## src/hw/rtl/lrsk_pkg.sv

```systemverilog
// ----------------------------------------------------------------------------
// lrsk_pkg: shared types and constants of the linked RMS compressor
// Payload structs, lane control, register indexes and the log2/exp2 tables.
// ----------------------------------------------------------------------------
package lrsk_pkg;

    localparam int LANES       = 8;
    localparam int LANE_IDX_W  = 3;
    localparam int SAMPLE_BITS = 24;
    localparam int SQ_W        = 47;
    localparam int SUM_W       = 50;
    localparam int DIV_NUM_W   = 50;
    localparam int DIV_DEN_W   = 34;
    localparam int MANT_W      = 18;
    localparam int MAG_W       = SAMPLE_BITS + MANT_W;

    typedef enum logic [2:0] {
        CFG_THRESHOLD = 3'd0,
        CFG_INV_RATIO = 3'd1,
        CFG_KNEE      = 3'd2,
        CFG_ATTACK    = 3'd3,
        CFG_RELEASE   = 3'd4,
        CFG_DETECTOR  = 3'd5,
        CFG_MAKEUP    = 3'd6
    } lrsk_cfg_idx_t;

    typedef struct packed {
        logic [3:0]                    active_channels;
        logic signed [SAMPLE_BITS-1:0] sample_0;
        logic signed [SAMPLE_BITS-1:0] sample_1;
        logic signed [SAMPLE_BITS-1:0] sample_2;
        logic signed [SAMPLE_BITS-1:0] sample_3;
        logic signed [SAMPLE_BITS-1:0] sample_4;
        logic signed [SAMPLE_BITS-1:0] sample_5;
        logic signed [SAMPLE_BITS-1:0] sample_6;
        logic signed [SAMPLE_BITS-1:0] sample_7;
    } lrsk_in_t;

    typedef struct packed {
        logic signed [SAMPLE_BITS-1:0] out_sample_0;
        logic signed [SAMPLE_BITS-1:0] out_sample_1;
        logic signed [SAMPLE_BITS-1:0] out_sample_2;
        logic signed [SAMPLE_BITS-1:0] out_sample_3;
        logic signed [SAMPLE_BITS-1:0] out_sample_4;
        logic signed [SAMPLE_BITS-1:0] out_sample_5;
        logic signed [SAMPLE_BITS-1:0] out_sample_6;
        logic signed [SAMPLE_BITS-1:0] out_sample_7;
        logic signed [15:0]            applied_gain_db;
    } lrsk_out_t;

    typedef struct packed {
        logic              load;
        logic [MANT_W-1:0] mant;
        logic [5:0]        shamt;
        logic              rnd;
    } lrsk_lane_ctrl_t;

    function automatic logic [16:0] log2_tab(input logic [4:0] idx);
        logic [16:0] v;
        unique case (idx)
            5'd0:    v = 17'd0;
            5'd1:    v = 17'd5732;
            5'd2:    v = 17'd11136;
            5'd3:    v = 17'd16248;
            5'd4:    v = 17'd21098;
            5'd5:    v = 17'd25711;
            5'd6:    v = 17'd30109;
            5'd7:    v = 17'd34312;
            5'd8:    v = 17'd38336;
            5'd9:    v = 17'd42196;
            5'd10:   v = 17'd45904;
            5'd11:   v = 17'd49472;
            5'd12:   v = 17'd52911;
            5'd13:   v = 17'd56229;
            5'd14:   v = 17'd59434;
            5'd15:   v = 17'd62534;
            default: v = 17'd65536;
        endcase
        return v;
    endfunction

    function automatic logic [17:0] exp2_tab(input logic [4:0] idx);
        logic [17:0] v;
        unique case (idx)
            5'd0:    v = 18'd65536;
            5'd1:    v = 18'd68438;
            5'd2:    v = 18'd71468;
            5'd3:    v = 18'd74632;
            5'd4:    v = 18'd77936;
            5'd5:    v = 18'd81386;
            5'd6:    v = 18'd84990;
            5'd7:    v = 18'd88752;
            5'd8:    v = 18'd92682;
            5'd9:    v = 18'd96785;
            5'd10:   v = 18'd101070;
            5'd11:   v = 18'd105545;
            5'd12:   v = 18'd110218;
            5'd13:   v = 18'd115098;
            5'd14:   v = 18'd120194;
            5'd15:   v = 18'd125515;
            default: v = 18'd131072;
        endcase
        return v;
    endfunction

endpackage

```

## src/hw/rtl/lrsk_lane.sv

```systemverilog
// ----------------------------------------------------------------------------
// lrsk_lane: one channel lane
// Holds a channel sample, squares its magnitude for the detector and scales it
// by the linear gain with rounding and saturation.
// ----------------------------------------------------------------------------
module lrsk_lane (
    input  logic                                  clk,
    input  logic                                  rst_n,
    input  logic [lrsk_pkg::SAMPLE_BITS-1:0]      sample,
    input  logic                                  active,
    input  lrsk_pkg::lrsk_lane_ctrl_t             ctrl,
    output logic [lrsk_pkg::SQ_W-1:0]             square,
    output logic [lrsk_pkg::SAMPLE_BITS-1:0]      result
);
    import lrsk_pkg::*;

    localparam logic [SAMPLE_BITS-1:0] LIM = SAMPLE_BITS'(1) << (SAMPLE_BITS - 1);

    logic [SAMPLE_BITS-1:0] sample_reg;
    logic                   active_reg;
    logic [SQ_W-1:0]        sq_reg;
    logic [MAG_W-1:0]       mag_reg;
    logic [SAMPLE_BITS-1:0] out_reg;

    logic                   neg;
    logic [SAMPLE_BITS-1:0] mag_abs;
    logic [MAG_W+6:0]       ext;
    logic [MAG_W+6:0]       addend;
    logic [MAG_W+6:0]       shifted;
    logic [SAMPLE_BITS-1:0] rsat;
    logic [SAMPLE_BITS-1:0] out_next;

    assign neg     = sample_reg[SAMPLE_BITS-1];
    assign mag_abs = neg ? (~sample_reg + SAMPLE_BITS'(1)) : sample_reg;

    // The product is pre-shifted left by six so that left shifts of the gain
    // become right shifts with no rounding term.
    always_comb
    begin
        ext     = {1'b0, mag_reg, 6'b0};
        addend  = ctrl.rnd ? ((MAG_W+7)'(1) << (ctrl.shamt - 6'd1)) : '0;
        shifted = (ext + addend) >> ctrl.shamt;
        rsat    = (shifted > (MAG_W+7)'(LIM)) ? LIM : shifted[SAMPLE_BITS-1:0];
        if (!active_reg)
        begin
            out_next = '0;
        end
        else if (neg)
        begin
            out_next = ~rsat + SAMPLE_BITS'(1);
        end
        else if (rsat == LIM)
        begin
            out_next = LIM - SAMPLE_BITS'(1);
        end
        else
        begin
            out_next = rsat;
        end
    end

    always_ff @(posedge clk or negedge rst_n)
    begin
        if (!rst_n)
        begin
            active_reg <= 1'b0;
        end
        else if (ctrl.load)
        begin
            active_reg <= active;
        end
    end

    always_ff @(posedge clk)
    begin
        if (ctrl.load)
        begin
            sample_reg <= sample;
        end
        sq_reg  <= active_reg ? (SQ_W'(mag_abs) * SQ_W'(mag_abs)) : '0;
        mag_reg <= MAG_W'(mag_abs) * MAG_W'(ctrl.mant);
        out_reg <= out_next;
    end

    assign square = sq_reg;
    assign result = out_reg;

endmodule

```

## config.mk

```make
export PLATFORM = sky130hd
export DESIGN_NAME = lrsk_lane
export DESIGN_NICKNAME = d
export VERILOG_FILES = /design/src/hw/rtl/lrsk_pkg.sv /design/src/hw/rtl/lrsk_lane.sv
export SDC_FILE = /design/constraint.sdc
export NUM_CORES = 2
export LEC_CHECK = 0
export BUFFER_PORTS_ARGS = -buffer_cell sky130_fd_sc_hd__buf_2
export CAP_MARGIN = 40
export CORE_MARGIN = 8
export CORE_UTILIZATION = 50
export CTS_CLUSTER_SIZE = 16
export DETAILED_ROUTE_END_ITERATION = 7
export PLACE_DENSITY = 0.77
export SKIP_CTS_REPAIR_TIMING = 1
export SYNTH_ARGS = -nofsm -noshare
export SYNTH_HDL_FRONTEND = slang
export SYNTH_SLANG_ARGS = --single-unit
```

## constraint.sdc

```tcl
create_clock -name clk -period 23 [get_ports clk]
set_input_delay 1.15 -clock clk [delete_from_list [all_inputs] [get_ports clk]]
set_output_delay 1.15 -clock clk [all_outputs]
set_load 0.05 [all_outputs]
```

Yosys cells after proc, flatten, opt, wreduce, memory -nomap -nowiden --
Index checks and enable logic that the tools add are counted.
Operators by class: equal/unequal tests 1, bitwise logic cells 2, multiply operators 2, shift operators 2, add/subtract/negate cells 4, multiplexer cells 5, $lt $le $gt $ge 1
Operators by type and width (number):
- $mux W24 | 4
- $add A48 B49 Y49 | 1
- $gt A49 B24 Y1 const B | 1
- $mux W49 | 1
- $shl A1 B6 Y49 const A | 1
- $shr A49 B6 Y49 | 1
- $add A24 B1 Y24 const B | 2
- $not A24 Y24 | 2
- $mul A24 B24 Y47 | 1
- $mul A24 B18 Y42 | 1
- $eq A24 B24 Y1 const B | 1
- $sub A6 B1 Y6 const B | 1
Storage, ports and cells: bits in registers 138, logic and storage cells 22, output and inout bits 71, input port bits 53

Logic depth before layout (Yosys ltp) --
depth after elaboration 10, depth in mapped cells 38

Worst setup path after synthesis --
OpenSTA, ideal clock, no wires.
kind flip-flop to flip-flop, from register sample_reg[4], to register sq_reg[42], in the netlist square[42], setup slack 13.818 ns, arrival 9.055 ns, clock period less this slack 9.182 ns, setup time 0.128 ns, path buffers 1, stages on the path, launching flop included 30, cells stage by stage edfxtp_1 -> or4_1 -> nor4_1 -> nand3b_1 -> or2_2 -> o41ai_1 -> xnor2_1 -> inv_1 -> clkbuf_1 -> nor2_1 -> fa_1 -> fa_1 -> fa_1 -> fa_1 -> fa_1 -> fa_1 -> fa_1 -> ha_1 -> o21ai_0 -> o21ai_0 -> a311oi_1 -> o21ai_0 -> o31ai_1 -> a21oi_1 -> o41a_1 -> a22oi_1 -> nand2b_1 -> a221oi_1 -> xor2_1 -> nor2_1
On the way: word-level cells in the longest chain between the ends 4
Ends and longest elaborated chain:
- start: declaration | RTL line lrsk_lane.sv:19 | logic [SAMPLE_BITS-1:0] sample_reg;
- start signal: assignment | RTL line lrsk_lane.sv:78 | sample_reg <= sample;
- $not A24 Y24 | RTL line lrsk_lane.sv:34 | assign mag_abs = neg ? (~sample_reg + SAMPLE_BITS'(1)) : sample_reg;
- $add A24 B1 Y24 | RTL line lrsk_lane.sv:34
- $mux W24 * | RTL line lrsk_lane.sv:34
- $mul A24 B24 Y47 * | RTL line lrsk_lane.sv:80 | sq_reg <= active_reg ? (SQ_W'(mag_abs) * SQ_W'(mag_abs)) : '0;
- end signal: assignment | RTL line lrsk_lane.sv:80
- end: declaration | RTL line lrsk_lane.sv:21 | logic [SQ_W-1:0] sq_reg;
Every way passes the cells marked *; elsewhere a longest branch is shown, timed or not. A chain may end at the register's enable or synchronous reset.

Final worst setup path --
Same ends and word-level chain as after synthesis.

==> reports/results.txt <==
Clk_lat worst skew: 0.52 ns
Worst slew pin tran: 0.848 ns
Number of flops mapped to enable cells by yosys: 24
TritonCTS clock tree: yes
Max reg flops: 46
Slew HR: 43.0%
Worst Path Required: 23.38 ns
Most used cell, CP: fa_1
Cell variety after synth: 119
Crit path launch type: register
Clk slew on worst S/H paths: 0.07 ns
Syn Area/Cell: 8.48 µm²
Reg2Reg Depth: 31
Top cell type's share of synthesized area: 37.7%
# rows: 105
DP Cell Count: 5887
Gpl congestion: 1.00
DR WL/cell: 20.1 µm
Crit-path slowest cell: or4_1
DRC errors left: 0
Crit-path max FO: 27
Syn Std Cell Area: 41200 µm²
Sequential Area: 2990 µm²
Setup crit start: sample_reg[4]
XOR/XNOR Fraction of Synth Area: 2.97%
Largest area contributor in the netlist: fa_1
Max clock buf depth: 2
Synth async-reset ratio: 0.730%
Die ar.: 91900 µm²
Final std cells w/o fill: 5922
Port Buf Inserts: 122
Worst R2R End: square[42]
Largest net degree at the start of global routing: 70
Number of global-route vias before repair: 36600
Max Freq: 90.7 MHz
Unrepaired setup endpoints after global routing: no
Worst Setup End Kind: register
Max-cap viol count: 0
Final period util: 47.9%
Antenna violations before repair: 5
Vias post-DR: 35000
Adder-cell share of the synthesized area: 47.5%
Status: completed
Setup TNS: 0 ns
Layout cells sized above 1: 6.95%
YS warnings: 0
First-pass GRT wire length: 193000 µm
WL final: 119000 µm
Area of the multi-input gates: 33800 µm²
I/O pin count: 124
Remaining antenna violation count: 0
Clk_skew: 0.0267 ns
Slew Limit Fails: 0
Simple-Gate Fraction of Synth Area: 16.6%
Post-Synthesis Cells: 4858
Vias per inst: 5.90
Initial DRC count: 3387
Slowest stage delay, CP: 0.62 ns
Area grow syn2layout: 5.19%
Complex-gate fraction of the synthesized area: 12.6%
Fillers: 7360
Min Clock Period, post-route: 11.02 ns
Post-synthesis register bit count: 137
Reg2Reg Setup Slack: 11.98 ns
Top post-synthesis cells by area: fa_1, ha_1, inv_1
Vert. Die Dim: 303 µm
Hold crit path type: input pin to async pin
Clk root buf: clkbuf_16
Gr usage total: 26.5%
Post-synthesis sequential area ratio: 7.25%
H-Tree Depth: 4
Main synth FF type: dfxtp_1
Drt pass-1 iters: 8
Setup Viol. Count Final: 0
Hold Vio Cnt, Final: 0
Mux contribution to synthesized area: 1.92%
Post-detail-place hpwl: 94000 µm
Worst Path Arrival: 11.40 ns
Initial Util: 50.3%
Main combinational cell family by area after synthesis: adder cells
Global route overflow: 0
CTS Buf Count: 17
Crit path kind: register to register
Chip Width: 303 µm
RR Startpoint: sample_reg[4]
Layout Nets: 5989
Core area: 81800 µm²
Clk sink count: 137
how the worst max path moves through the flow:
stage,end,slack [ns]
after global placement,square[42],12.43
after CTS,square[42],12.09
after global routing,square[42],11.28
after floorplan,square[42],13.82
final,square[42],11.98
after detailed placement,square[42],12.12
placed cells by master, fill, tap and decap left out, types with 73 or more instances in the layout:
| master | count |
|---|---|
| ha_1 | 324 |
| nand3_1 | 73 |
| fa_1 | 776 |
| o21ai_0 | 91 |
| nand2_1 | 590 |
| nor3_1 | 89 |
| a21oi_1 | 144 |
| xnor2_1 | 73 |
| and2_1 | 131 |
| buf_2 | 123 |
| inv_1 | 940 |
| dfxtp_1 | 112 |
| nor2_1 | 426 |
Yosys cell counts, types with 33 or more instances:
library cell  number
inv_1            940
fa_1             776
nand2_1          590
nor2_1           426
ha_1             324
clkbuf_1         182
a21oi_1          144
and2_1           131
dfxtp_1          112
o21ai_0           91
nor3_1            89
xnor2_1           83
nand3_1           73
a21o_1            52
xor2_1            50
mux2i_1           42
a211oi_1          41
buf_2             33
o21a_1            33
per-stage QoR:
| step | worst slack, ns | cell area, µm² | hold slack (ns) | utilization (%) |
|---|---|---|---|---|
| final | 11.98 | 43300 | 0.402 | 53.0 |
| after global placement | 12.43 | 42700 | 0.765 | 52.2 |
| after detailed placement | 12.12 | 42700 | 0.763 | 52.2 |
| after floorplan | 13.82 | 41300 | 0.556 | - |
| after global routing | 11.28 | 43300 | 0.377 | 52.9 |
| after CTS | 12.09 | 43300 | 0.362 | 52.9 |
worst max-delay path, delay by kind of cell (launching register included):
kind	cells	cell delay (ns)
adder cells (fa/ha/maj)	8	3.84
AO/OA/AOI/OAI	10	3.05
AND/OR/NAND/NOR	7	2.27
buffers and inverters	4	0.88
flip-flops	1	0.48
XOR/XNOR	2	0.34
logic make-up after synthesis:
group	after synthesis
compound gates	719
xor+xnor	136
fa+ha+maj	1100
buf+inv	1188
flops	137
mux	68
other cells	2
simple gates	1508
final cells by class:
type / count / share of cell area, %
Tap cell: 1070 / 3.09
Clock inverter: 13 / 0.303
Timing Repair Buffer: 178 / 2.37
Multi-Input combinational cell: 3549 / 78.0
Sequential cell: 137 / 6.89
Clock buffer: 19 / 1.05
Antenna cell: 3 / 0.0173
Inverter: 953 / 8.25
metal layers:
metal / vias up / part of all wire (%) / track usage [%]
met5: - / 0.013 / 0
met2: 1894 / 46 / 42.7
met3: 360 / 10 / 6.22
li1: 15400 / - / -
met4: 2 / 4.1 / 10.8
met1: 17300 / 39 / 34.2
Power is not shown: default switching activity piles up to over one toggle a cycle in this logic, so the estimate is an artifact.
