File: src/hw/rtl/lrsk_pkg.sv
// ----------------------------------------------------------------------------
// lrsk_pkg: shared types and constants of the linked RMS compressor
// Payload structs, lane control, register indexes and the log2/exp2 tables.
// ----------------------------------------------------------------------------
package lrsk_pkg;

    localparam int LANES       = 8;
    localparam int LANE_IDX_W  = 3;
    localparam int SAMPLE_BITS = 24;
    localparam int SQ_W        = 47;
    localparam int SUM_W       = 50;
    localparam int DIV_NUM_W   = 50;
    localparam int DIV_DEN_W   = 34;
    localparam int MANT_W      = 18;
    localparam int MAG_W       = SAMPLE_BITS + MANT_W;

    typedef enum logic [2:0] {
        CFG_THRESHOLD = 3'd0,
        CFG_INV_RATIO = 3'd1,
        CFG_KNEE      = 3'd2,
        CFG_ATTACK    = 3'd3,
        CFG_RELEASE   = 3'd4,
        CFG_DETECTOR  = 3'd5,
        CFG_MAKEUP    = 3'd6
    } lrsk_cfg_idx_t;

    typedef struct packed {
        logic [3:0]                    active_channels;
        logic signed [SAMPLE_BITS-1:0] sample_0;
        logic signed [SAMPLE_BITS-1:0] sample_1;
        logic signed [SAMPLE_BITS-1:0] sample_2;
        logic signed [SAMPLE_BITS-1:0] sample_3;
        logic signed [SAMPLE_BITS-1:0] sample_4;
        logic signed [SAMPLE_BITS-1:0] sample_5;
        logic signed [SAMPLE_BITS-1:0] sample_6;
        logic signed [SAMPLE_BITS-1:0] sample_7;
    } lrsk_in_t;

    typedef struct packed {
        logic signed [SAMPLE_BITS-1:0] out_sample_0;
        logic signed [SAMPLE_BITS-1:0] out_sample_1;
        logic signed [SAMPLE_BITS-1:0] out_sample_2;
        logic signed [SAMPLE_BITS-1:0] out_sample_3;
        logic signed [SAMPLE_BITS-1:0] out_sample_4;
        logic signed [SAMPLE_BITS-1:0] out_sample_5;
        logic signed [SAMPLE_BITS-1:0] out_sample_6;
        logic signed [SAMPLE_BITS-1:0] out_sample_7;
        logic signed [15:0]            applied_gain_db;
    } lrsk_out_t;

    typedef struct packed {
        logic              load;
        logic [MANT_W-1:0] mant;
        logic [5:0]        shamt;
        logic              rnd;
    } lrsk_lane_ctrl_t;

    function automatic logic [16:0] log2_tab(input logic [4:0] idx);
        logic [16:0] v;
        unique case (idx)
            5'd0:    v = 17'd0;
            5'd1:    v = 17'd5732;
            5'd2:    v = 17'd11136;
            5'd3:    v = 17'd16248;
            5'd4:    v = 17'd21098;
            5'd5:    v = 17'd25711;
            5'd6:    v = 17'd30109;
            5'd7:    v = 17'd34312;
            5'd8:    v = 17'd38336;
            5'd9:    v = 17'd42196;
            5'd10:   v = 17'd45904;
            5'd11:   v = 17'd49472;
            5'd12:   v = 17'd52911;
            5'd13:   v = 17'd56229;
            5'd14:   v = 17'd59434;
            5'd15:   v = 17'd62534;
            default: v = 17'd65536;
        endcase
        return v;
    endfunction

    function automatic logic [17:0] exp2_tab(input logic [4:0] idx);
        logic [17:0] v;
        unique case (idx)
            5'd0:    v = 18'd65536;
            5'd1:    v = 18'd68438;
            5'd2:    v = 18'd71468;
            5'd3:    v = 18'd74632;
            5'd4:    v = 18'd77936;
            5'd5:    v = 18'd81386;
            5'd6:    v = 18'd84990;
            5'd7:    v = 18'd88752;
            5'd8:    v = 18'd92682;
            5'd9:    v = 18'd96785;
            5'd10:   v = 18'd101070;
            5'd11:   v = 18'd105545;
            5'd12:   v = 18'd110218;
            5'd13:   v = 18'd115098;
            5'd14:   v = 18'd120194;
            5'd15:   v = 18'd125515;
            default: v = 18'd131072;
        endcase
        return v;
    endfunction

endpackage

File: src/hw/rtl/lrsk_div.sv
// ----------------------------------------------------------------------------
// lrsk_div: iterative unsigned divider
// Restoring division, two quotient bits per clock, shared by the channel
// averaging and the soft-knee curve.
// ----------------------------------------------------------------------------
module lrsk_div (
    input  logic                             clk,
    input  logic                             rst_n,
    input  logic                             start,
    input  logic [lrsk_pkg::DIV_NUM_W-1:0]   num,
    input  logic [lrsk_pkg::DIV_DEN_W-1:0]   den,
    output logic                             done,
    output logic [lrsk_pkg::DIV_NUM_W-1:0]   quo
);
    import lrsk_pkg::*;

    localparam int STEPS = DIV_NUM_W / 2;
    localparam int CNT_W = $clog2(STEPS);

    logic                 busy_reg;
    logic                 done_reg;
    logic [CNT_W-1:0]     cnt_reg;
    logic [DIV_DEN_W:0]   rem_reg;
    logic [DIV_NUM_W-1:0] quo_reg;
    logic [DIV_DEN_W-1:0] den_reg;

    logic [DIV_DEN_W:0]   rem_next;
    logic [DIV_NUM_W-1:0] quo_next;

    always_comb
    begin
        rem_next = rem_reg;
        quo_next = quo_reg;
        for (int i = 0; i < 2; i++)
        begin
            rem_next = {rem_next[DIV_DEN_W-1:0], quo_next[DIV_NUM_W-1]};
            quo_next = {quo_next[DIV_NUM_W-2:0], 1'b0};
            if (rem_next >= {1'b0, den_reg})
            begin
                rem_next    = rem_next - {1'b0, den_reg};
                quo_next[0] = 1'b1;
            end
        end
    end

    always_ff @(posedge clk or negedge rst_n)
    begin
        if (!rst_n)
        begin
            busy_reg <= 1'b0;
            done_reg <= 1'b0;
            cnt_reg  <= '0;
        end
        else
        begin
            done_reg <= 1'b0;
            if (start)
            begin
                busy_reg <= 1'b1;
                cnt_reg  <= '0;
            end
            else if (busy_reg)
            begin
                cnt_reg <= cnt_reg + CNT_W'(1);
                if (cnt_reg == CNT_W'(STEPS - 1))
                begin
                    busy_reg <= 1'b0;
                    done_reg <= 1'b1;
                end
            end
        end
    end

    always_ff @(posedge clk)
    begin
        if (start)
        begin
            rem_reg <= '0;
            quo_reg <= num;
            den_reg <= den;
        end
        else if (busy_reg)
        begin
            rem_reg <= rem_next;
            quo_reg <= quo_next;
        end
    end

    assign done = done_reg;
    assign quo  = quo_reg;

endmodule

File: config.mk
export PLATFORM = sky130hd
export DESIGN_NAME = lrsk_div
export DESIGN_NICKNAME = d
export VERILOG_FILES = /design/src/hw/rtl/lrsk_pkg.sv /design/src/hw/rtl/lrsk_div.sv
export SDC_FILE = /design/constraint.sdc
export NUM_CORES = 1
export LEC_CHECK = 0
export BUFFER_PORTS_ARGS = -buffer_cell sky130_fd_sc_hd__buf_2
export CORE_ASPECT_RATIO = 1.25
export CORE_MARGIN = 1.5
export CORE_UTILIZATION = 53
export CTS_CLUSTER_SIZE = 40
export DETAILED_ROUTE_END_ITERATION = 16
export PLACE_DENSITY_LB_ADDON = 0.05
export SETUP_SLACK_MARGIN = 0.2
export SYNTH_ARGS = -nofsm -noshare
export SYNTH_HDL_FRONTEND = slang
export SYNTH_SLANG_ARGS = --single-unit
File: constraint.sdc
create_clock -name clk -period 5.4 [get_ports clk]
set_input_delay 0.81 -clock clk [delete_from_list [all_inputs] [get_ports clk]]
set_output_delay 0.81 -clock clk [all_outputs]
set_load 0.005 [all_outputs]
Yosys cells after proc, flatten, opt, wreduce, memory -nomap -nowiden
Cells that the tools add are included.
Widths: inputs -> output; s select.
{ "totals": {"ff_bits": 125} }
{ "classes": {"addsub": 3, "n_lt_le_gt_ge": 2, "n_eq_ne": 1, "muxes": 14, "n_reduce_logical": 1} }
{ "op_table": {"columns": ["operator", "n"], "rows": [
  ["$mux 50", 2],
  ["$ge 35x34->1", 2],
  ["$mux 34", 2],
  ["$sub 34x34->34", 2],
  ["$mux 5", 2],
  ["$mux 1", 8],
  ["$add 5x1->5 const B", 1],
  ["$eq 5x5->1 const B", 1],
  ["$reduce_bool 2->1", 1]
]} }

Logic depth before layout (Yosys ltp)
Gate-level depths: netlist of run 1.
{ "logic_depth": {"ltp_word": 6, "depth_mapped": 26, "mapped_depth_nobuf": 21} }

Worst setup path after synthesis of run 1
Ideal clock, no wire load.
{ "synth_path": {"kind": "flip-flop to flip-flop", "from": "register quo_reg[49] (netlist: quo[49])", "to": "register rem_reg[17]", "setup_ns": 0.091, "arrival_time_ns": 5.376, "required_ns": 5.309, "setup_slack_ns": -0.067, "stages_incl_launch_ff": 23, "path_buffers": 1, "synth_period_minus_slack_ns": 5.467, "cell_sequence": "edfxtp_1 > inv_1 > ha_1 > inv_1 > fa_1 > a211oi_1 > nor4_1 > a211oi_1 > nor2b_1 > o21a_1 > o41a_1 > xor2_1 > a21o_1 > ha_1 > and4_1 > nand3_1 > or4_1 > o311ai_1 > o32ai_1 > o211a_1 > buf_6 > or4_1 > a311oi_1"} }
{ "synth_via": {"elab_chain_cells": 4} }
{ "synth_rtl": {"columns": ["item", "line_no", "source"], "rows": [
  ["from (decl)", "lrsk_div.sv:24", "logic [DIV_NUM_W-1:0] quo_reg;"],
  ["from (signal assigned)", "lrsk_div.sv:79", "quo_reg <= num;"],
  ["from (signal assigned)", "lrsk_div.sv:85", "quo_reg <= quo_next;"],
  ["$sub 34x34->34 / $ge 35x34->1 (equally long branches)", "lrsk_div.sv:40, lrsk_div.sv:38", null],
  ["$mux 34 (*)", "lrsk_div.sv:38", "if (rem_next >= {1'b0, den_reg})"],
  ["$sub 34x34->34 / $ge 35x34->1 (equally long branches)", "lrsk_div.sv:40, lrsk_div.sv:38", null],
  ["$mux 34 (*)", "lrsk_div.sv:38", null],
  ["to (signal assigned)", "lrsk_div.sv:84", "rem_reg <= rem_next;"],
  ["to (decl)", "lrsk_div.sv:23", "logic [DIV_DEN_W:0] rem_reg;"]
]} }
Every way passes the cells marked *; elsewhere a longest branch is shown, timed or not.
A chain may end at the register's enable or synchronous reset.

Final worst setup path of run 1
{ "layout_path": {"from": "register den_reg[22]", "to": "register rem_reg[17]"} }
{ "layout_via": {"elab_chain_cells": 4} }
{ "layout_rtl": {"columns": ["item", "line_no", "source"], "rows": [
  ["from (decl)", "lrsk_div.sv:25", "logic [DIV_DEN_W-1:0] den_reg;"],
  ["from (signal assigned)", "lrsk_div.sv:80", "den_reg <= den;"],
  ["$ge 35x34->1 / $sub 34x34->34 (equally long branches)", "lrsk_div.sv:38, lrsk_div.sv:40", null],
  ["$mux 34", "lrsk_div.sv:38", null],
  ["$sub 34x34->34 / $ge 35x34->1 (equally long branches)", "lrsk_div.sv:40, lrsk_div.sv:38", null],
  ["$mux 34 (*)", "lrsk_div.sv:38", null]
]} }
Marked as above.

==> results of run 1 <==
[kinds of logic (layout without fill, tap and decap cells)]
family | count (synthesis) | in the layout | share of synthesized area, %
DFF | 125 | 125 | 36.0
AOI/OAI and AO/OA | 266 | 266 | 20.2
buffers and inverters | 106 | 411 | 4.58
and+or+nand+nor | 303 | 303 | 14.8
xor gates and xnor gates | 52 | 52 | 4.85
muxes | 82 | 82 | 9.77
adders and majority gates | 72 | 72 | 9.75
[routing by layer]
layer | track usage, % | wire length, um | vias to the layer above
li1 | - | - | 4334
met1 | 33.7 | 11200 | 4209
met2 | 48.4 | 13900 | 297
met3 | 6.72 | 1570 | 88
met4 | 14.8 | 1280 | 0
met5 | 0 | 0 | -
[worst max-delay path by stage]
stage                           from  cells after the start                        to  slack, ns
2_1_floorplan      quo[49]$_DFFE_PP_                     22  rem_reg[17]$_SDFFE_PP0P_       0.21
3_3_place_gp       quo[49]$_DFFE_PP_                     22  rem_reg[17]$_SDFFE_PP0P_       0.11
3_5_place_dp       quo[49]$_DFFE_PP_                     22  rem_reg[17]$_SDFFE_PP0P_      -0.01
4_1_cts        den_reg[20]$_DFFE_PP_                     20  rem_reg[17]$_SDFFE_PP0P_       0.14
5_1_grt            quo[49]$_DFFE_PP_                     22  rem_reg[17]$_SDFFE_PP0P_      -0.01
6_report       den_reg[22]$_DFFE_PP_                     20  rem_reg[17]$_SDFFE_PP0P_       0.13
[cell usage in the layout, fill, tap and decap left out, types with 7 or more instances in the layout]
master	n
edfxtp_1	84
nand4_1	13
inv_1	51
a311oi_1	24
a21oi_1	45
xor2_1	21
and3_1	11
nand2_1	91
a31oi_1	8
nor2_1	93
nor3_1	13
o21ai_0	34
a211oi_1	14
a21o_1	27
clkbuf_16	19
mux2_2	75
buf_2	137
nand3_1	16
dfxtp_1	34
ha_1	38
o211ai_1	7
a21oi_2	8
xnor2_1	31
ha_4	26
inv_2	8
o21a_1	12
buf_6	14
o21ai_1	8
nand2b_1	8
buf_4	163
a211oi_2	10
[repair_timing]
item,in CTS,in global routing
buffers inserted,14,23
resized for setup,36,120
cloned,0,3
setup endpoints to repair,35,35
pin swaps,19,50
[per-stage QoR]
stage	util, %	hold WS, ns
finish	74.5	0.201
floorplan	-	0.470
global route	74.5	0.204
detailed placement	64.6	0.495
CTS	69.7	0.190
global placement	64.6	0.493
[synthesized netlist by cell type (9+ instances only)]
master | number | area (um2)
nand2b_1 | 9 | 56.3
a31oi_1 | 10 | 62.6
xor2_1 | 21 | 184
mux2_2 | 78 | 878
nor2_1 | 99 | 372
o21a_1 | 12 | 90.1
o21ai_0 | 41 | 205
inv_1 | 59 | 221
nand2_1 | 95 | 357
xnor2_1 | 31 | 272
clkbuf_1 | 26 | 97.6
nand3_1 | 18 | 90.1
and3_1 | 13 | 81.3
a211oi_1 | 26 | 195
a21o_1 | 28 | 210
a21oi_1 | 53 | 265
dfxtp_1 | 34 | 681
a311oi_1 | 26 | 228
buf_2 | 16 | 80.1
nand4_1 | 13 | 81.3
edfxtp_1 | 84 | 2520
nor3_1 | 17 | 85.1
ha_1 | 70 | 876
[layout make-up]
cell class | instances | share of cell area (%)
Tap cell | 224 | 2.16
Inverter | 59 | 1.71
Sequential cell | 125 | 26.0
Multi-Input combinational cell | 775 | 48.6
Timing Repair Buffer | 320 | 16.9
Clock inverter | 14 | 1.17
Clock buffer | 18 | 3.38
[power by group]
part	internal (mW)	switching, mW	total, mW
logic	3.51	3.42	6.93
registers	1.22	0.142	1.36
clock network	0.667	0.508	1.17
total	5.40	4.07	9.47
[worst reg2reg max path, stage by stage (launching register included)]
cell and delay (ns):
edfxtp_1 0.38, inv_1 0.13, ha_4 0.23, and2_1 0.17, o21ai_1 0.16, and2_4 0.17
a32oi_2 0.10, a221o_1 0.31, a21o_4 0.24, buf_6 0.15, mux2_2 0.31, ha_4 0.29
nand4_1 0.23, buf_4 0.23, or4_4 0.55, o311ai_4 0.30, o32ai_2 0.14, o211a_4 0.19
buf_12 0.14, or4_1 0.51, a311oi_1 0.25
==> results.json, run 1 <==
{
  "cts_tree": "built",
  "crit_top_cell": "ha_4",
  "ir_drop_mv": 0.326,
  "drive_above_1_share_pct": 42.0,
  "crit_fanout": 7,
  "synth-seq-cells": 125,
  "layout.cell_area.non_filler_um2": 13000,
  "setup_slack_ns": 0.130,
  "async_flop_share_pct": 5.60,
  "dr.pass1.iters": 5,
  "start_util_pct": 53.9,
  "wl_per_cell_um": 18.2,
  "path_class": "flop to flop",
  "setup_violations": 0,
  "ys.flop_type": "edfxtp_1",
  "syn_area_um2": 9400,
  "startpoint_type": "flop",
  "hpwlAfterDp_um": 19600,
  "antenna_found_initial": 0,
  "ant_nets": 0,
  "power.density_cell_area_nw_per_um2": 729,
  "drcViolationCount": 0,
  "yosys.cell_types.count": 73,
  "slowest_stage": "or4_4",
  "cts_hold_buf": 0,
  "power.leakage_nw": 5.70,
  "overflow": 0,
  "rows": 54,
  "cp_slowest_stage_delay_ns": 0.55,
  "rsz0062_at_grt": "true",
  "synthCells": 1006,
  "rrSetupSlack_ns": 0.13,
  "numPortBuffers": 137,
  "maxSlewViolCount": 0,
  "drt-total-wl_um": 28000,
  "fp.dieArea_um2": 18500,
  "synth_enable_flop_cells": 84,
  "worstRegToRegCells": 20,
  "rr_startpoint": "den_reg[22]$_DFFE_PP_",
  "finalPower_mw": 9.47,
  "cts.sinks": 125,
  "syn_nets": 1165,
  "final.period_utilization_pct": 97.6,
  "clock-skew-final_ns": 0.00960,
  "vias": 8928,
  "cp.arrival_ns": 5.60,
  "die-width_um": 122,
  "worstHoldPathType": "input pin to asynchronous set/reset pin",
  "cts_made_buffers": 17,
  "setup_tns_ns": 0,
  "grt_max_degree": 72,
  "htreeDepth": 4,
  "n_antenna_cell": 0,
  "ys_warn_count": 0,
  "syn_to_final_growth_pct": 38.2,
  "place_area_um2": 11300,
  "drtIter0Drc": 545,
  "grt_pass1_vias": 8594,
  "worst_pin_slew_ns": 1.17,
  "final_nets": 1457,
  "cts_root_buffer": "clkbuf_16",
  "required_ns": 5.73,
  "clk_pin_slew_ns": 0.07,
  "dp_cells": 1463,
  "ys_seq_area_share_pct": 36.0,
  "hold_violations": 0,
  "min_period_ns": 5.27,
  "core_um2": 17400,
  "grt_pass1_wl_um": 41900,
  "max_slew_margin_pct": 22.2,
  "gp_congestion": 0.918,
  "top_level_ports": 138,
  "dpl_worst_slack_ns": -0.0138,
  "syn-mean-instance-area_um2": 9.34,
  "fillCellCount": 1279,
  "crit_buf_inv": 4,
  "track_usage_pct": 28.7,
  "r2r-end": "rem_reg[17]$_SDFFE_PP0P_",
  "layoutNonFillerInstCount": 1535,
  "largest_reg_flops": 50,
  "multi_input_area_um2": 6310,
  "max_freq_mhz": 190,
  "clk_path_buf_depth": 2,
  "clock_latency_ns": 0.43,
  "fp.dieH_um": 152,
  "status": "finished, final reports clean",
  "via_per_inst": 5.82,
  "path_cells": "inv_1 > ha_4 > and2_1 > o21ai_1 > and2_4 > a32oi_2 > a221o_1 > a21o_4 > buf_6 > mux2_2 > ha_4 > nand4_1 > buf_4 > or4_4 > o311ai_4 > o32ai_2 > o211a_4 > buf_12 > or4_1 > a311oi_1",
  "end_kind": "flop",
  "drv_cap": 0,
  "critPathTopFamily": "compound AO/OA/AOI/OAI gates",
  "regArea_um2": 3380
}
(Power assumes the default switching activity.)
==> inputs of run 2 (changes only) <==
- RECOVER_POWER: default -> 25
==> run 2 against run 1 <==
The flow now finishes with violations (max-capacitance violations, max-slew violations). Worst setup slack got worse by 0.0067 ns. Clock skew is essentially flat. Critical path depth is the same. Design area is essentially flat. First-iteration DRC count increased by 1.8%. Sequential power about the same. Cell count unchanged. Highest routed layer unchanged.
==> results.json, run 2 (synthesized netlist as in run 1, its figures left out) <==
{
  "rows": 54,
  "crit_buf_inv": 4,
  "rrSetupSlack_ns": 0.12,
  "ant_nets": 0,
  "overflow": 0,
  "max_slew_margin_pct": -144,
  "ir_drop_mv": 0.327,
  "cts_made_buffers": 17,
  "drcViolationCount": 0,
  "rsz0062_at_grt": "true",
  "via_per_inst": 5.78,
  "fp.dieH_um": 152,
  "setup_violations": 0,
  "syn_to_final_growth_pct": 38.1,
  "fp.dieArea_um2": 18500,
  "startpoint_type": "flop",
  "p_switching_mw": 4.07,
  "switching_share_pct": 43.0,
  "grt_pass1_wl_um": 41900,
  "numPortBuffers": 137,
  "core_um2": 17400,
  "antenna_found_initial": 0,
  "grt_max_degree": 72,
  "wl_per_cell_um": 18.2,
  "cp_slowest_stage_delay_ns": 0.55,
  "power.leakage_nw": 5.69,
  "end_kind": "flop",
  "p_comb_share_pct": 73.2,
  "hold_violations": 0,
  "clk_pin_slew_ns": 0.07,
  "min_period_ns": 5.28,
  "final_common_cell": "buf_4",
  "cts_tree": "built",
  "layout_common_cells": "162 x buf_4, 134 x buf_2, 93 x nor2_1",
  "internal-power_mw": 5.40,
  "die-width_um": 122,
  "path_class": "flop to flop",
  "drtIter0Drc": 555,
  "htreeDepth": 4,
  "clk_path_buf_depth": 2,
  "track_usage_pct": 28.7,
  "drt-total-wl_um": 28000,
  "clock_latency_ns": 0.43,
  "p_seq_share_pct": 14.4,
  "fillCellCount": 1279,
  "hpwlAfterDp_um": 19600,
  "worst_pin_slew_ns": 3.66,
  "gp_congestion": 0.918,
  "vias": 8875,
  "cts_root_buffer": "clkbuf_16",
  "slowest_stage": "or4_4",
  "largest_reg_flops": 50,
  "grt_pass1_vias": 8594,
  "cts.sinks": 125,
  "post-route-util_pct": 74.4,
  "top_level_ports": 138,
  "drive_above_1_share_pct": 41.7,
  "crit_fanout": 7,
  "critPathTopFamily": "compound AO/OA/AOI/OAI gates",
  "max_freq_mhz": 190,
  "n_antenna_cell": 0,
  "required_ns": 5.73,
  "cp.arrival_ns": 5.61,
  "final.period_utilization_pct": 97.7,
  "power.density_cell_area_nw_per_um2": 729,
  "drv_cap": 1,
  "status": "finished with violations",
  "crit_top_cell": "ha_4",
  "final_nets": 1457,
  "violations": "max-capacitance violations, max-slew violations",
  "dr.pass1.iters": 5,
  "worstHoldPathType": "input pin to asynchronous set/reset pin",
  "hold_slack_ns": 0.272,
  "path_cells": "inv_1 > ha_4 > and2_1 > o21ai_1 > and2_4 > a32oi_2 > a221o_1 > a21o_4 > buf_6 > mux2_2 > ha_4 > nand4_1 > buf_4 > or4_4 > o311ai_4 > o32ai_2 > o211a_4 > buf_12 > or4_1 > a311oi_1",
  "start_util_pct": 53.9,
  "maxSlewViolCount": 72,
  "clkPwrFrac_pct": 12.4,
  "clock-skew-final_ns": 0.00955
}
run 2: cell count changes in the layout (fill, tap and decap cells not counted):
cell and change:
clkbuf_1 +4, buf_2 -3, buf_4 -1
run 2: final cells by class:
| type | count | area [um2] | area share [%] |
|---|---|---|---|
| clock inverters | 14 | 151 | 1.17 |
| inverters | 59 | 221 | 1.71 |
| well taps | 224 | 280 | 2.16 |
| multi-input cells | 775 | 6310 | 48.7 |
| flip-flops and latches | 125 | 3380 | 26.0 |
| clock buffers | 18 | 439 | 3.38 |
| repair buffers | 320 | 2190 | 16.9 |
run 2: metrics by stage:
step | total power [mW] | cell area (um2) | cells | TNS, ns | worst slack [ns]
2_1_floorplan | 4.92 | 9410 | 1006 | 0 | 0.207
3_3_place_gp | 6.85 | 11300 | 1463 | 0 | 0.114
3_5_place_dp | 6.91 | 11300 | 1463 | -0.0138 | -0.0138
4_1_cts | 8.35 | 12200 | 1509 | 0 | 0.144
5_1_grt | 10.1 | 13000 | 1535 | -0.125 | -0.0413
6_report | 9.47 | 13000 | 1535 | 0 | 0.123
run 2: metal layers:
| metal | vias up | track usage (%) | wire, um |
|---|---|---|---|
| li1 | 4330 | - | - |
| met1 | 4164 | 33.7 | 11200 |
| met2 | 288 | 48.4 | 13900 |
| met3 | 93 | 6.72 | 1590 |
| met4 | 0 | 14.8 | 1340 |
| met5 | - | 0 | 0 |
run 2: power groups by stage:
stage | Combinational (mW) | Clock [mW] | Sequential [mW]
floorplan | 3.59 | 0 | 1.33
global placement | 5.50 | 0 | 1.35
detailed placement | 5.56 | 0 | 1.35
CTS | 5.82 | 1.19 | 1.34
global route | 7.46 | 1.23 | 1.38
finish | 6.93 | 1.18 | 1.36
run 2: path summary, 6_finish.rpt:
path                                                  to  cells past startpoint               startpoint
worst max-delay path            rem_reg[17]$_SDFFE_PP0P_                     20    den_reg[22]$_DFFE_PP_
min in group clk                 rem_reg[9]$_SDFFE_PP0P_                      2  rem_reg[9]$_SDFFE_PP0P_
worst min-delay path              cnt_reg[3]$_DFFE_PN0P_                      1                    rst_n
worst max register to register  rem_reg[17]$_SDFFE_PP0P_                     20    den_reg[22]$_DFFE_PP_
max in group asynchronous             busy_reg$_DFF_PN0_                      1                    rst_n
worst min register to register   rem_reg[9]$_SDFFE_PP0P_                      2  rem_reg[9]$_SDFFE_PP0P_
run 2: what timing repair did:
action,CTS,global route
resized for setup,36,120
hold endpoints to repair,0,0
pin swaps,19,50
endpoints found under the setup margin,35,35
hold buffers,0,0
gates cloned,0,3
setup buffers,14,23
==> inputs of run 3 (changes only) <==
- ABC_AREA: default -> 1
- CORE_UTILIZATION: 53 -> 54
==> run 3 against run 2 <==
The flow still finishes with violations (max-capacitance violations, max-slew violations). Cell count is 27% higher. Synthesized cell count is 56% higher. Count of clock-buffer cells in the layout is 1 lower. Critical endpoint is now rem_reg[6]$_SDFFE_PP0P_. Largest cell class unchanged. Highest routed layer unchanged.
==> results.json, run 3 <==
{
  "fp.dieH_um": 158,
  "dpl_worst_slack_ns": 0.145,
  "p_comb_share_pct": 71.0,
  "max_slew_margin_pct": -43.6,
  "ys_seq_area_share_pct": 32.7,
  "antenna_found_initial": 0,
  "cp.arrival_ns": 5.36,
  "power.density_cell_area_nw_per_um2": 742,
  "violations": "max-capacitance violations, max-slew violations",
  "path_class": "flop to flop",
  "ys.flop_type": "edfxtp_1",
  "layoutNonFillerInstCount": 1946,
  "cts.sinks": 125,
  "track_usage_pct": 31.5,
  "fillCellCount": 1833,
  "cp_slowest_stage_delay_ns": 0.40,
  "setup_slack_ns": 0.418,
  "clk_path_buf_depth": 2,
  "crit_top_cell": "nand2_1",
  "largest_reg_flops": 50,
  "wl_per_cell_um": 16.3,
  "p_seq_share_pct": 15.6,
  "final.period_utilization_pct": 92.3,
  "vias": 10403,
  "grt_pass1_wl_um": 49200,
  "switching_share_pct": 54.1,
  "setup_tns_ns": 0,
  "synth_area_leader_cell": "edfxtp_1",
  "ant_nets": 0,
  "drt-total-wl_um": 31700,
  "internal-power_mw": 4.04,
  "synth_enable_flop_cells": 84,
  "multi_input_area_um2": 5960,
  "rows": 56,
  "yosys.cell_types.count": 41,
  "regArea_um2": 3380,
  "clkPwrFrac_pct": 13.4,
  "drcViolationCount": 0,
  "grt_pass1_vias": 9813,
  "via_per_inst": 5.35,
  "rsz0062_at_grt": "false",
  "p_switching_mw": 4.76,
  "crit_fanout": 54,
  "startpoint_type": "flop",
  "synth_top_area_share_pct": 24.4,
  "required_ns": 5.77,
  "dr.pass1.iters": 5,
  "clock-skew-final_ns": 0.0137,
  "synth_area_leaders": "edfxtp_1 24%, nand2_1 22%, inv_1 8.6%",
  "final_nets": 1859,
  "hold_violations": 0,
  "drive_above_1_share_pct": 11.5,
  "ir_drop_mv": 0.295,
  "worstHoldPathType": "input pin to asynchronous set/reset pin",
  "slowest_stage": "nor2_1",
  "grt_max_degree": 56,
  "synth-seq-cells": 125,
  "async_flop_share_pct": 5.60,
  "final_common_cell": "nand2_1",
  "status": "finished with violations",
  "die-width_um": 127,
  "end_kind": "flop",
  "hpwlAfterDp_um": 24300,
  "top_level_ports": 138,
  "start_util_pct": 55.1,
  "syn-mean-instance-area_um2": 6.58,
  "clock_latency_ns": 0.43,
  "cts_root_buffer": "clkbuf_16",
  "drv_cap": 1,
  "yosys-top-cells-count": "616 x nand2_1, 238 x inv_1, 127 x nand3_1, 97 x nor2_1, 84 x edfxtp_1",
  "setup_violations": 0,
  "worst_pin_slew_ns": 2.15,
  "ys_warn_count": 0,
  "dp_cells": 1909,
  "power.leakage_nw": 6.44,
  "fp.dieArea_um2": 20000,
  "synth_most_common_cell": "nand2_1",
  "overflow": 0,
  "syn_to_final_growth_pct": 14.7,
  "post-route-util_pct": 63.2,
  "maxSlewViolCount": 39,
  "core_um2": 18800,
  "drtIter0Drc": 850,
  "gp_congestion": 0.989,
  "numPortBuffers": 137,
  "max_freq_mhz": 201,
  "clk_pin_slew_ns": 0.06,
  "cts_tree": "built",
  "layout_common_cells": "615 x nand2_1, 237 x inv_1, 129 x buf_2",
  "syn_nets": 1730,
  "htreeDepth": 4,
  "synthCells": 1571,
  "cts_made_buffers": 17,
  "min_period_ns": 4.98,
  "syn_area_um2": 10300
}
## run 3: cell types whose count changed in the layout (fill, tap and decap cells not counted), moves of 23 or more
cell | before | now
buf_4 | 162 | 3
a311oi_1 | 24 | 0
nand2_1 | 91 | 615
ha_1 | 38 | 70
mux2_2 | 75 | 0
inv_1 | 51 | 237
nand3_1 | 16 | 127
a21o_1 | 27 | 4
ha_4 | 26 | 0
## run 3: power by group through the flow
stage	Combinational, mW	Clock, mW	Sequential [mW]
after floorplan	4.54	0	1.34
after global placement	5.78	0	1.38
after detailed placement	5.82	0	1.38
after CTS	5.88	1.19	1.36
after global routing	6.97	1.23	1.39
final	6.25	1.18	1.37
## run 3: worst max-delay path: cells and delay by family (launching register included)
kind,cells,cell delay (ns)
compound gates,2,0.54
flops,1,0.32
buf+inv,5,0.45
simple gates,16,2.90
fa+ha+maj,2,0.70
## run 3: worst paths after layout
check | cells after the start | endpoint | start | slack [ns]
max reg2reg | 25 | rem_reg[6]$_SDFFE_PP0P_ | den_reg[33]$_DFFE_PP_ | 0.42
min | 1 | cnt_reg[3]$_DFFE_PN0P_ | rst_n | 0.28
min reg2reg | 2 | rem_reg[9]$_SDFFE_PP0P_ | rem_reg[9]$_SDFFE_PP0P_ | 0.48
min in group clk | 2 | rem_reg[9]$_SDFFE_PP0P_ | rem_reg[9]$_SDFFE_PP0P_ | 0.48
max | 25 | rem_reg[6]$_SDFFE_PP0P_ | den_reg[33]$_DFFE_PP_ | 0.42
max in group asynchronous | 1 | done$_DFF_PN0_ | rst_n | 4.84
## run 3: cell type report
type,instances,area share (%)
well taps,232,2.45
multi-input cells,1170,50.2
clock buffers,17,3.59
clock inverters,15,1.47
repair buffers,141,6.05
diodes,1,0.0211
flip-flops and latches,125,28.5
inverters,245,7.75
## run 3: through the flow
step / hold slack [ns] / instance area (um2) / power, mW
floorplan: 0.440 / 10300 / 5.89
global placement: 0.460 / 11200 / 7.16
detailed placement: 0.463 / 11200 / 7.19
CTS: 0.207 / 11800 / 8.44
global route: 0.311 / 11900 / 9.59
finish: 0.277 / 11900 / 8.81
## run 3: routing by layer
metal	track usage, %	share of wire (%)
met1	41.6	43
met4	10.6	3.1
met3	4.80	7.4
met2	53.0	47
met5	0	0
## run 3: repair_timing
action,CTS,global route
pin swaps,0,3
hold buffers,0,0
gates resized for setup,1,16
setup endpoints to repair,35,35
cloned,0,3
setup buffers,0,1
## run 3: cells by family after synthesis
kind of cell,share of synthesized area [%]
AOI/OAI and AO/OA,7.78
buffers and inverters,10.5
and+or+nand+nor,36.7
adders and majority gates,8.86
DFF,32.7
xor gates and xnor gates,3.47
